$ cat src/design/pvd_pkg.sv
// Shared types and constants for the polynomial valley detector.
`default_nettype none

package pvd_pkg;

    // Number of polynomial coefficients (degree 6).
    localparam int unsigned NUM_COEF = 7;

    // Width of one coefficient register and of the evaluated value.
    localparam int unsigned COEF_W = 48;
    localparam int unsigned ACC_W  = 64;
    localparam int unsigned X_W    = 16;
    localparam int unsigned IDX_W  = 10;
    localparam int unsigned FRAC_X = 15;
    localparam int unsigned PROD_W = ACC_W + X_W;

    // Register map of the configuration port.
    localparam int unsigned CFG_IDX_W = 3;
    localparam logic [CFG_IDX_W-1:0] CFG_CONFIRM_LIMIT = 3'd7;

    // Reset value of confirm_limit.
    localparam logic [3:0] CONFIRM_LIMIT_RST = 4'd2;

    // Sample indexes at or above this count are clamped on report.
    localparam int unsigned MAX_POINTS = 1024;
    localparam logic [IDX_W-1:0] CLAMP_IDX = IDX_W'(MAX_POINTS - 1);

    // Horner step counter.
    localparam logic [2:0] STEP_FIRST = 3'd5;
    localparam logic [2:0] STEP_LAST  = 3'd0;

    localparam logic signed [ACC_W-1:0] ACC_MAX = {1'b0, {(ACC_W-1){1'b1}}};
    localparam logic signed [ACC_W-1:0] ACC_MIN = {1'b1, {(ACC_W-1){1'b0}}};

    typedef enum logic [3:0] {
        ST_IDLE   = 4'b0001,
        ST_MUL    = 4'b0010,
        ST_ADD    = 4'b0100,
        ST_DECIDE = 4'b1000
    } state_t;

endpackage : pvd_pkg

`default_nettype wire

$ cat src/design/poly_valley_detector_top.sv
// Top level of the polynomial valley detector: Horner evaluation and descent tracking.
//
// Usage:
//   Configuration: write coef_0..coef_6 (index 0..6, signed Q16.32 in the low
//   48 bits of cfg_data) and confirm_limit (index 7, low 4 bits) with a
//   one-cycle cfg_write pulse while the block is idle.
//   Input channel (in_valid/in_ready): one transfer per sample carrying
//   x_pos, sample_index, run_first and run_last. in_ready is high only
//   while the sequencer is idle; a new sample waits until the last is done.
//   The polynomial runs through one shared 64x16 multiplier: six Horner
//   steps, each a multiply state then an add state (shift, saturate and add
//   the next coefficient), then a decision state and a return to idle.
//   Output channel (out_valid/out_ready): zero or one transfer per sample,
//   found = 1 with the confirming index, or found = 0 with index 0 when a
//   run ends with no valley. The result sits in an output register, so the
//   next sample is accepted and evaluated while it waits; that sample then
//   holds in its decision state until the receiver takes the waiting result.
//   Reset (rst_n low, asynchronous): coefficients clear, confirm_limit
//   returns to 2, descent state clears and any pending result is dropped.
`default_nettype none

module poly_valley_detector_top (
    input  wire logic                clk,
    input  wire logic                rst_n,
    input  wire logic                cfg_write,
    input  wire logic [2:0]          cfg_index,
    input  wire logic [47:0]         cfg_data,
    input  wire logic                in_valid,
    output logic                     in_ready,
    input  wire logic signed [15:0]  x_pos,
    input  wire logic [9:0]          sample_index,
    input  wire logic                run_first,
    input  wire logic                run_last,
    output logic                     out_valid,
    input  wire logic                out_ready,
    output logic                     found,
    output logic [9:0]               min_index
);
    import pvd_pkg::*;

    // Configuration registers.
    logic signed [COEF_W-1:0] coef_reg [NUM_COEF];
    logic [3:0]               limit_reg;

    // Sequencer and datapath.
    state_t                   state_reg, state_next;
    logic [2:0]               step_reg, step_next;
    logic signed [X_W-1:0]    x_reg;
    logic [IDX_W-1:0]         idx_reg;
    logic                     first_reg;
    logic                     last_reg;
    logic signed [ACC_W-1:0]  acc_reg, acc_next;
    logic signed [PROD_W-1:0] prod_reg;

    // Descent tracking state.
    logic signed [ACC_W-1:0]  ref_reg, ref_next;
    logic                     desc_reg, desc_next;
    logic [3:0]               rise_reg, rise_next;
    logic                     done_reg, done_next;

    // Output register.
    logic                     out_valid_reg, out_valid_next;
    logic                     found_reg, found_next;
    logic [IDX_W-1:0]         min_index_reg, min_index_next;

    logic                     in_xfer;
    logic                     out_free;
    logic signed [PROD_W-1:0] prod;
    logic signed [ACC_W:0]    shifted;
    logic signed [ACC_W-1:0]  scaled;
    logic signed [ACC_W:0]    sum;
    logic signed [ACC_W-1:0]  horner;
    logic [4:0]               rise_inc;

    assign in_ready  = (state_reg == ST_IDLE);
    assign in_xfer   = in_valid && in_ready;
    assign out_free  = !out_valid_reg || out_ready;
    assign out_valid = out_valid_reg;
    assign found     = found_reg;
    assign min_index = min_index_reg;

    // Configuration writes; index 7 sets confirm_limit, any other index a coefficient.
    always_ff @(posedge clk or negedge rst_n)
    begin
        if (!rst_n)
        begin
            for (int i = 0; i < NUM_COEF; i++)
            begin
                coef_reg[i] <= '0;
            end
            limit_reg <= CONFIRM_LIMIT_RST;
        end
        else if (cfg_write)
        begin
            if (cfg_index == CFG_CONFIRM_LIMIT)
            begin
                limit_reg <= cfg_data[3:0];
            end
            else
            begin
                coef_reg[cfg_index] <= cfg_data;
            end
        end
    end

    // Shared multiplier: exact signed product of the accumulator and x.
    assign prod = PROD_W'(acc_reg) * PROD_W'(x_reg);

    // Floor by arithmetic shift, clamp to 64 bits, then add the coefficient
    // and clamp again.
    always_comb
    begin
        shifted = prod_reg[PROD_W-1:FRAC_X];
        if (shifted[ACC_W] != shifted[ACC_W-1])
        begin
            scaled = shifted[ACC_W] ? ACC_MIN : ACC_MAX;
        end
        else
        begin
            scaled = shifted[ACC_W-1:0];
        end
        sum = {scaled[ACC_W-1], scaled} + (ACC_W+1)'(coef_reg[step_reg]);
        if (sum[ACC_W] != sum[ACC_W-1])
        begin
            horner = sum[ACC_W] ? ACC_MIN : ACC_MAX;
        end
        else
        begin
            horner = sum[ACC_W-1:0];
        end
    end

    assign rise_inc = {1'b0, rise_reg} + 5'd1;

    always_comb
    begin
        state_next     = state_reg;
        step_next      = step_reg;
        acc_next       = acc_reg;
        ref_next       = ref_reg;
        desc_next      = desc_reg;
        rise_next      = rise_reg;
        done_next      = done_reg;
        out_valid_next = out_valid_reg && !out_ready;
        found_next     = found_reg;
        min_index_next = min_index_reg;

        unique case (state_reg)
            ST_IDLE:
            begin
                if (in_xfer)
                begin
                    acc_next   = coef_reg[NUM_COEF-1];
                    step_next  = STEP_FIRST;
                    state_next = ST_MUL;
                end
            end
            ST_MUL:
            begin
                state_next = ST_ADD;
            end
            ST_ADD:
            begin
                acc_next = horner;
                if (step_reg == STEP_LAST)
                begin
                    state_next = ST_DECIDE;
                end
                else
                begin
                    step_next  = step_reg - 3'd1;
                    state_next = ST_MUL;
                end
            end
            ST_DECIDE:
            begin
                // Hold until the output register can take a result.
                if (out_free)
                begin
                    state_next = ST_IDLE;
                    if (first_reg)
                    begin
                        ref_next  = acc_reg;
                        desc_next = 1'b0;
                        rise_next = '0;
                        done_next = last_reg;
                        if (last_reg)
                        begin
                            out_valid_next = 1'b1;
                            found_next     = 1'b0;
                            min_index_next = '0;
                        end
                    end
                    else if (!done_reg)
                    begin
                        if (desc_reg && (acc_reg > ref_reg) &&
                            (rise_inc > {1'b0, limit_reg}))
                        begin
                            // Valley confirmed: report once and close the run.
                            rise_next      = '0;
                            done_next      = 1'b1;
                            out_valid_next = 1'b1;
                            found_next     = 1'b1;
                            min_index_next = (32'(idx_reg) >= MAX_POINTS) ?
                                             CLAMP_IDX : idx_reg;
                        end
                        else
                        begin
                            if (desc_reg && (acc_reg > ref_reg))
                            begin
                                rise_next = rise_inc[3:0];
                            end
                            else
                            begin
                                rise_next = '0;
                            end
                            if (!desc_reg)
                            begin
                                desc_next = (acc_reg < ref_reg);
                                ref_next  = acc_reg;
                            end
                            else if (acc_reg < ref_reg)
                            begin
                                ref_next = acc_reg;
                            end
                            if (last_reg)
                            begin
                                done_next      = 1'b1;
                                out_valid_next = 1'b1;
                                found_next     = 1'b0;
                                min_index_next = '0;
                            end
                        end
                    end
                end
            end
            default:
            begin
                state_next = ST_IDLE;
            end
        endcase
    end

    // Control state.
    always_ff @(posedge clk or negedge rst_n)
    begin
        if (!rst_n)
        begin
            state_reg     <= ST_IDLE;
            step_reg      <= STEP_FIRST;
            ref_reg       <= '0;
            desc_reg      <= 1'b0;
            rise_reg      <= '0;
            done_reg      <= 1'b0;
            out_valid_reg <= 1'b0;
        end
        else
        begin
            state_reg     <= state_next;
            step_reg      <= step_next;
            ref_reg       <= ref_next;
            desc_reg      <= desc_next;
            rise_reg      <= rise_next;
            done_reg      <= done_next;
            out_valid_reg <= out_valid_next;
        end
    end

    // Payload registers.
    always_ff @(posedge clk)
    begin
        if (in_xfer)
        begin
            x_reg     <= x_pos;
            idx_reg   <= sample_index;
            first_reg <= run_first;
            last_reg  <= run_last;
        end
        acc_reg       <= acc_next;
        prod_reg      <= prod;
        found_reg     <= found_next;
        min_index_reg <= min_index_next;
    end

endmodule : poly_valley_detector_top

`default_nettype wire
$ cat config.mk
export PLATFORM = sky130hd
export DESIGN_NAME = poly_valley_detector_top
export DESIGN_NICKNAME = d
export VERILOG_FILES = /design/src/design/pvd_pkg.sv /design/src/design/poly_valley_detector_top.sv
export SDC_FILE = /design/constraint.sdc
export NUM_CORES = 2
export LEC_CHECK = 0
export BUFFER_PORTS_ARGS = -buffer_cell sky130_fd_sc_hd__clkbuf_2
export CAP_MARGIN = 20
export CORE_AREA = 2 2 438 331
export CTS_CLUSTER_DIAMETER = 50
export DETAILED_ROUTE_END_ITERATION = 7
export DIE_AREA = 0 0 440 333
export PLACE_DENSITY = 0.7
export SLEW_MARGIN = 40
export SYNTH_ARGS = -nofsm -noshare
export SYNTH_HDL_FRONTEND = slang
export SYNTH_SLANG_ARGS = --single-unit
$ cat constraint.sdc
create_clock -name clk -period 9.6 [get_ports clk]
set_input_delay 0.96 -clock clk [delete_from_list [all_inputs] [get_ports clk]]
set_output_delay 0.96 -clock clk [all_outputs]
set_load 0.03 [all_outputs]
==> impl_metrics.py <==
metrics = {
    "run_status": {
        "status": "finished, final reports clean",
    },
    "critical_path": {
        "end_kind": "flop",
        "cp-start-kind": "flop",
        "crit_arrival_ps": 8550,
        "path_class": "flop to flop",
        "cp.required_ps": 10160,
        "worstPathMaxFanout": 43,
    },
    "layout": {
        "multi_input_area_sq_um": 42900,
        "syn2layout_area_growth_pct": 8.49,
        "layout-drive-gt1-share": 0.135,
        "layout.area.seq_sq_um": 14900,
        "fillers": 12938,
        "largest_reg_flops": 336,
        "finalNetCount": 7771,
    },
    "run": {
        "drv_cap": 0,
    },
    "global_route": {
        "grt_pass1_wl_microns": 286000,
        "grt_usage": 0.253,
        "grt_overflow": 0,
        "grt_max_degree": 107,
        "antenna_found_initial": 10,
        "grt_pass1_vias": 48389,
    },
    "cts": {
        "cts_buffers": 74,
        "htreeDepth": 3,
        "path_clk_slew_ps": 60,
        "root_buffer": "clkbuf_16",
        "cts_sinks": 586,
        "cts_hold_buf": 0,
        "cts_buffer_depth": 3,
        "cts_tree": "done",
        "postCtsResizedCells": 0,
        "cts_setup_buffers": 0,
        "insertion_delay_ps": 690,
    },
    "routing": {
        "via_count": 45941,
        "vias_per_cell": 5.47,
        "wl_microns": 180000,
        "drtIter0Drc": 4244,
        "wl_per_cell_microns": 21.5,
        "dr.pass1.iters": 6,
        "ant_nets": 0,
        "drc": 0,
    },
    "synth": {
        "synth_cell_types": 90,
        "yosysWarnings": 0,
        "synth_seq_cells": 586,
        "synth_fp_nets": 7804,
        "async_flop_share": 0.713,
        "synth_ff_type": "dfrtp_1",
        "yosysTopAreaCellShare": 0.294,
        "synth_area_sq_um": 63600,
        "yosysTopAreaCell": "fa_1",
        "synth_seq_area_share": 0.234,
        "syn_avg_cell_area_sq_um": 9.82,
        "synth.top_cells.by_area": "fa_1, dfrtp_1, mux2_2, inv_1, ha_1",
        "synth_edf_count": 103,
        "syn_inst": 6474,
    },
    "floorplanning": {
        "start_util": 0.447,
        "die_w_microns": 440,
        "die_area_sq_um": 147000,
        "io_pins": 97,
        "core_sq_um": 142000,
        "num_rows": 120,
        "die_h_microns": 333,
    },
    "sta": {
        "fin_crit_ps": 7990,
        "fmax_mhz": 125,
        "finalMaxSlewViolations": 0,
        "period_share": 0.832,
        "fin_skew_ps": 23.8,
        "slew-limit-headroom": 0.338,
        "tns_ps": 0,
        "worst_pin_slew_ps": 989,
        "grt_setup_unrepaired": "no",
        "hold_viol_final": 0,
        "setup_viol_count_final": 0,
    },
    "placement": {
        "place.gp.congestion": 0.946,
        "portBuffers": 96,
        "dpl.hpwl_microns": 138000,
    },
    "hold_path": {
        "hold_class": "primary input to async pin",
    },
}
[final cells by class]
type                            count  share of cell area
Multi-Input combinational cell   4349               0.623
Sequential cell                   586               0.216
Inverter                         1195              0.0650
Tap cell                         1891              0.0343
Clock buffer                       91              0.0293
Timing Repair Buffer              235              0.0266
Clock inverter                     43             0.00635
Antenna cell                        3            0.000109
[cell families (layout without fill, tap and decap cells)]
family,after synthesis,in the layout,synth area share
mux,511,511,0.0981
xor+xnor,140,140,0.0194
fa+ha+maj,1254,1254,0.357
other cells,0,3,0
flops,586,586,0.234
buf+inv,1539,1564,0.0927
simple gates,1634,1634,0.120
compound gates,810,810,0.0792
[stage by stage]
step | utilization | cells | hold slack [ps] | area [sq um] | setup slack [ps]
after floorplan | - | 6474 | 464 | 63600 | 3020
after global placement | 0.463 | 8208 | 473 | 65800 | 1730
after detailed placement | 0.466 | 8236 | 481 | 66200 | 1740
after CTS | 0.483 | 8370 | 289 | 68700 | 1700
after global routing | 0.485 | 8391 | 353 | 69000 | 1330
final | 0.485 | 8393 | 299 | 69000 | 1610
[critical path: stages, from the launching register on]
cell	delay, ps
edfxtp_1	760
buf_4	640
nand2_1	180
fa_1	570
inv_1	80
fa_1	490
fa_1	610
fa_1	480
fa_1	540
inv_1	60
fa_1	480
inv_1	50
ha_1	420
nand2_1	230
nor4_2	400
o31ai_1	130
o32ai_1	330
a211oi_2	150
nand3_2	160
a31oi_2	170
o41ai_2	460
o22a_1	220
a21oi_1	100
xnor2_1	130
[worst paths after layout]
check	start	slack (ps)	cells after the start	end
max	x_reg[7]	1610	23	prod_reg[77]
min	rst_n	300	1	coef_reg[153]
max reg2reg	x_reg[7]	1610	23	prod_reg[77]
min reg2reg	ref_reg[12]	490	1	ref_reg[12]
max in group asynchronous	rst_n	7160	4	ref_reg[55]
min in group clk	run_first	450	1	first_reg
[cell usage after synthesis (all sizes together), types with 21 or more instances]
cell type and instances:
inv 1195, mux2i 48, o21bai 30, dfxtp 65
ha 312, mux4 48, a21o 168, clkbuf 281
xor2 51, buf 63, a31oi 21, edfxtp 103
mux2 415, nand2b 25, nand3 34, a21oi 300
fa 934, nor3 22, and2 353, nor2b 34
o21ai 180, nor2 240, nand2 808, dfrtp 414
xnor2 89, nand4 66
[placed cells by master, fill, tap and decap left out, drive strengths merged, types with 11 or more instances in the layout]
| cell | n |
|---|---|
| a21o | 168 |
| a21oi | 300 |
| a31oi | 21 |
| and2 | 353 |
| and3 | 11 |
| buf | 139 |
| clkbuf | 187 |
| clkinv | 23 |
| dfrtp | 414 |
| dfxtp | 65 |
| edfxtp | 103 |
| fa | 934 |
| ha | 312 |
| inv | 1206 |
| mux2 | 415 |
| mux2i | 48 |
| mux4 | 48 |
| nand2 | 808 |
| nand2b | 25 |
| nand3 | 34 |
| nand4 | 66 |
| nor2 | 240 |
| nor2b | 34 |
| nor3 | 22 |
| o21a | 15 |
| o21ai | 180 |
| o21bai | 30 |
| o22ai | 13 |
| xnor2 | 89 |
| xor2 | 51 |
[layer usage]
layer | routed length (microns) | global-route usage | part of all wire | vias up
li1 | - | - | - | 20287
met1 | 81400 | 0.375 | 0.45 | 23614
met2 | 76600 | 0.367 | 0.43 | 1822
met3 | 18700 | 0.0720 | 0.10 | 212
met4 | 3330 | 0.0529 | 0.019 | 6
met5 | 30 | 0 | 0.00017 | -
Power is not shown: default switching activity piles up to over one toggle a cycle in this logic, so the estimate is an artifact.
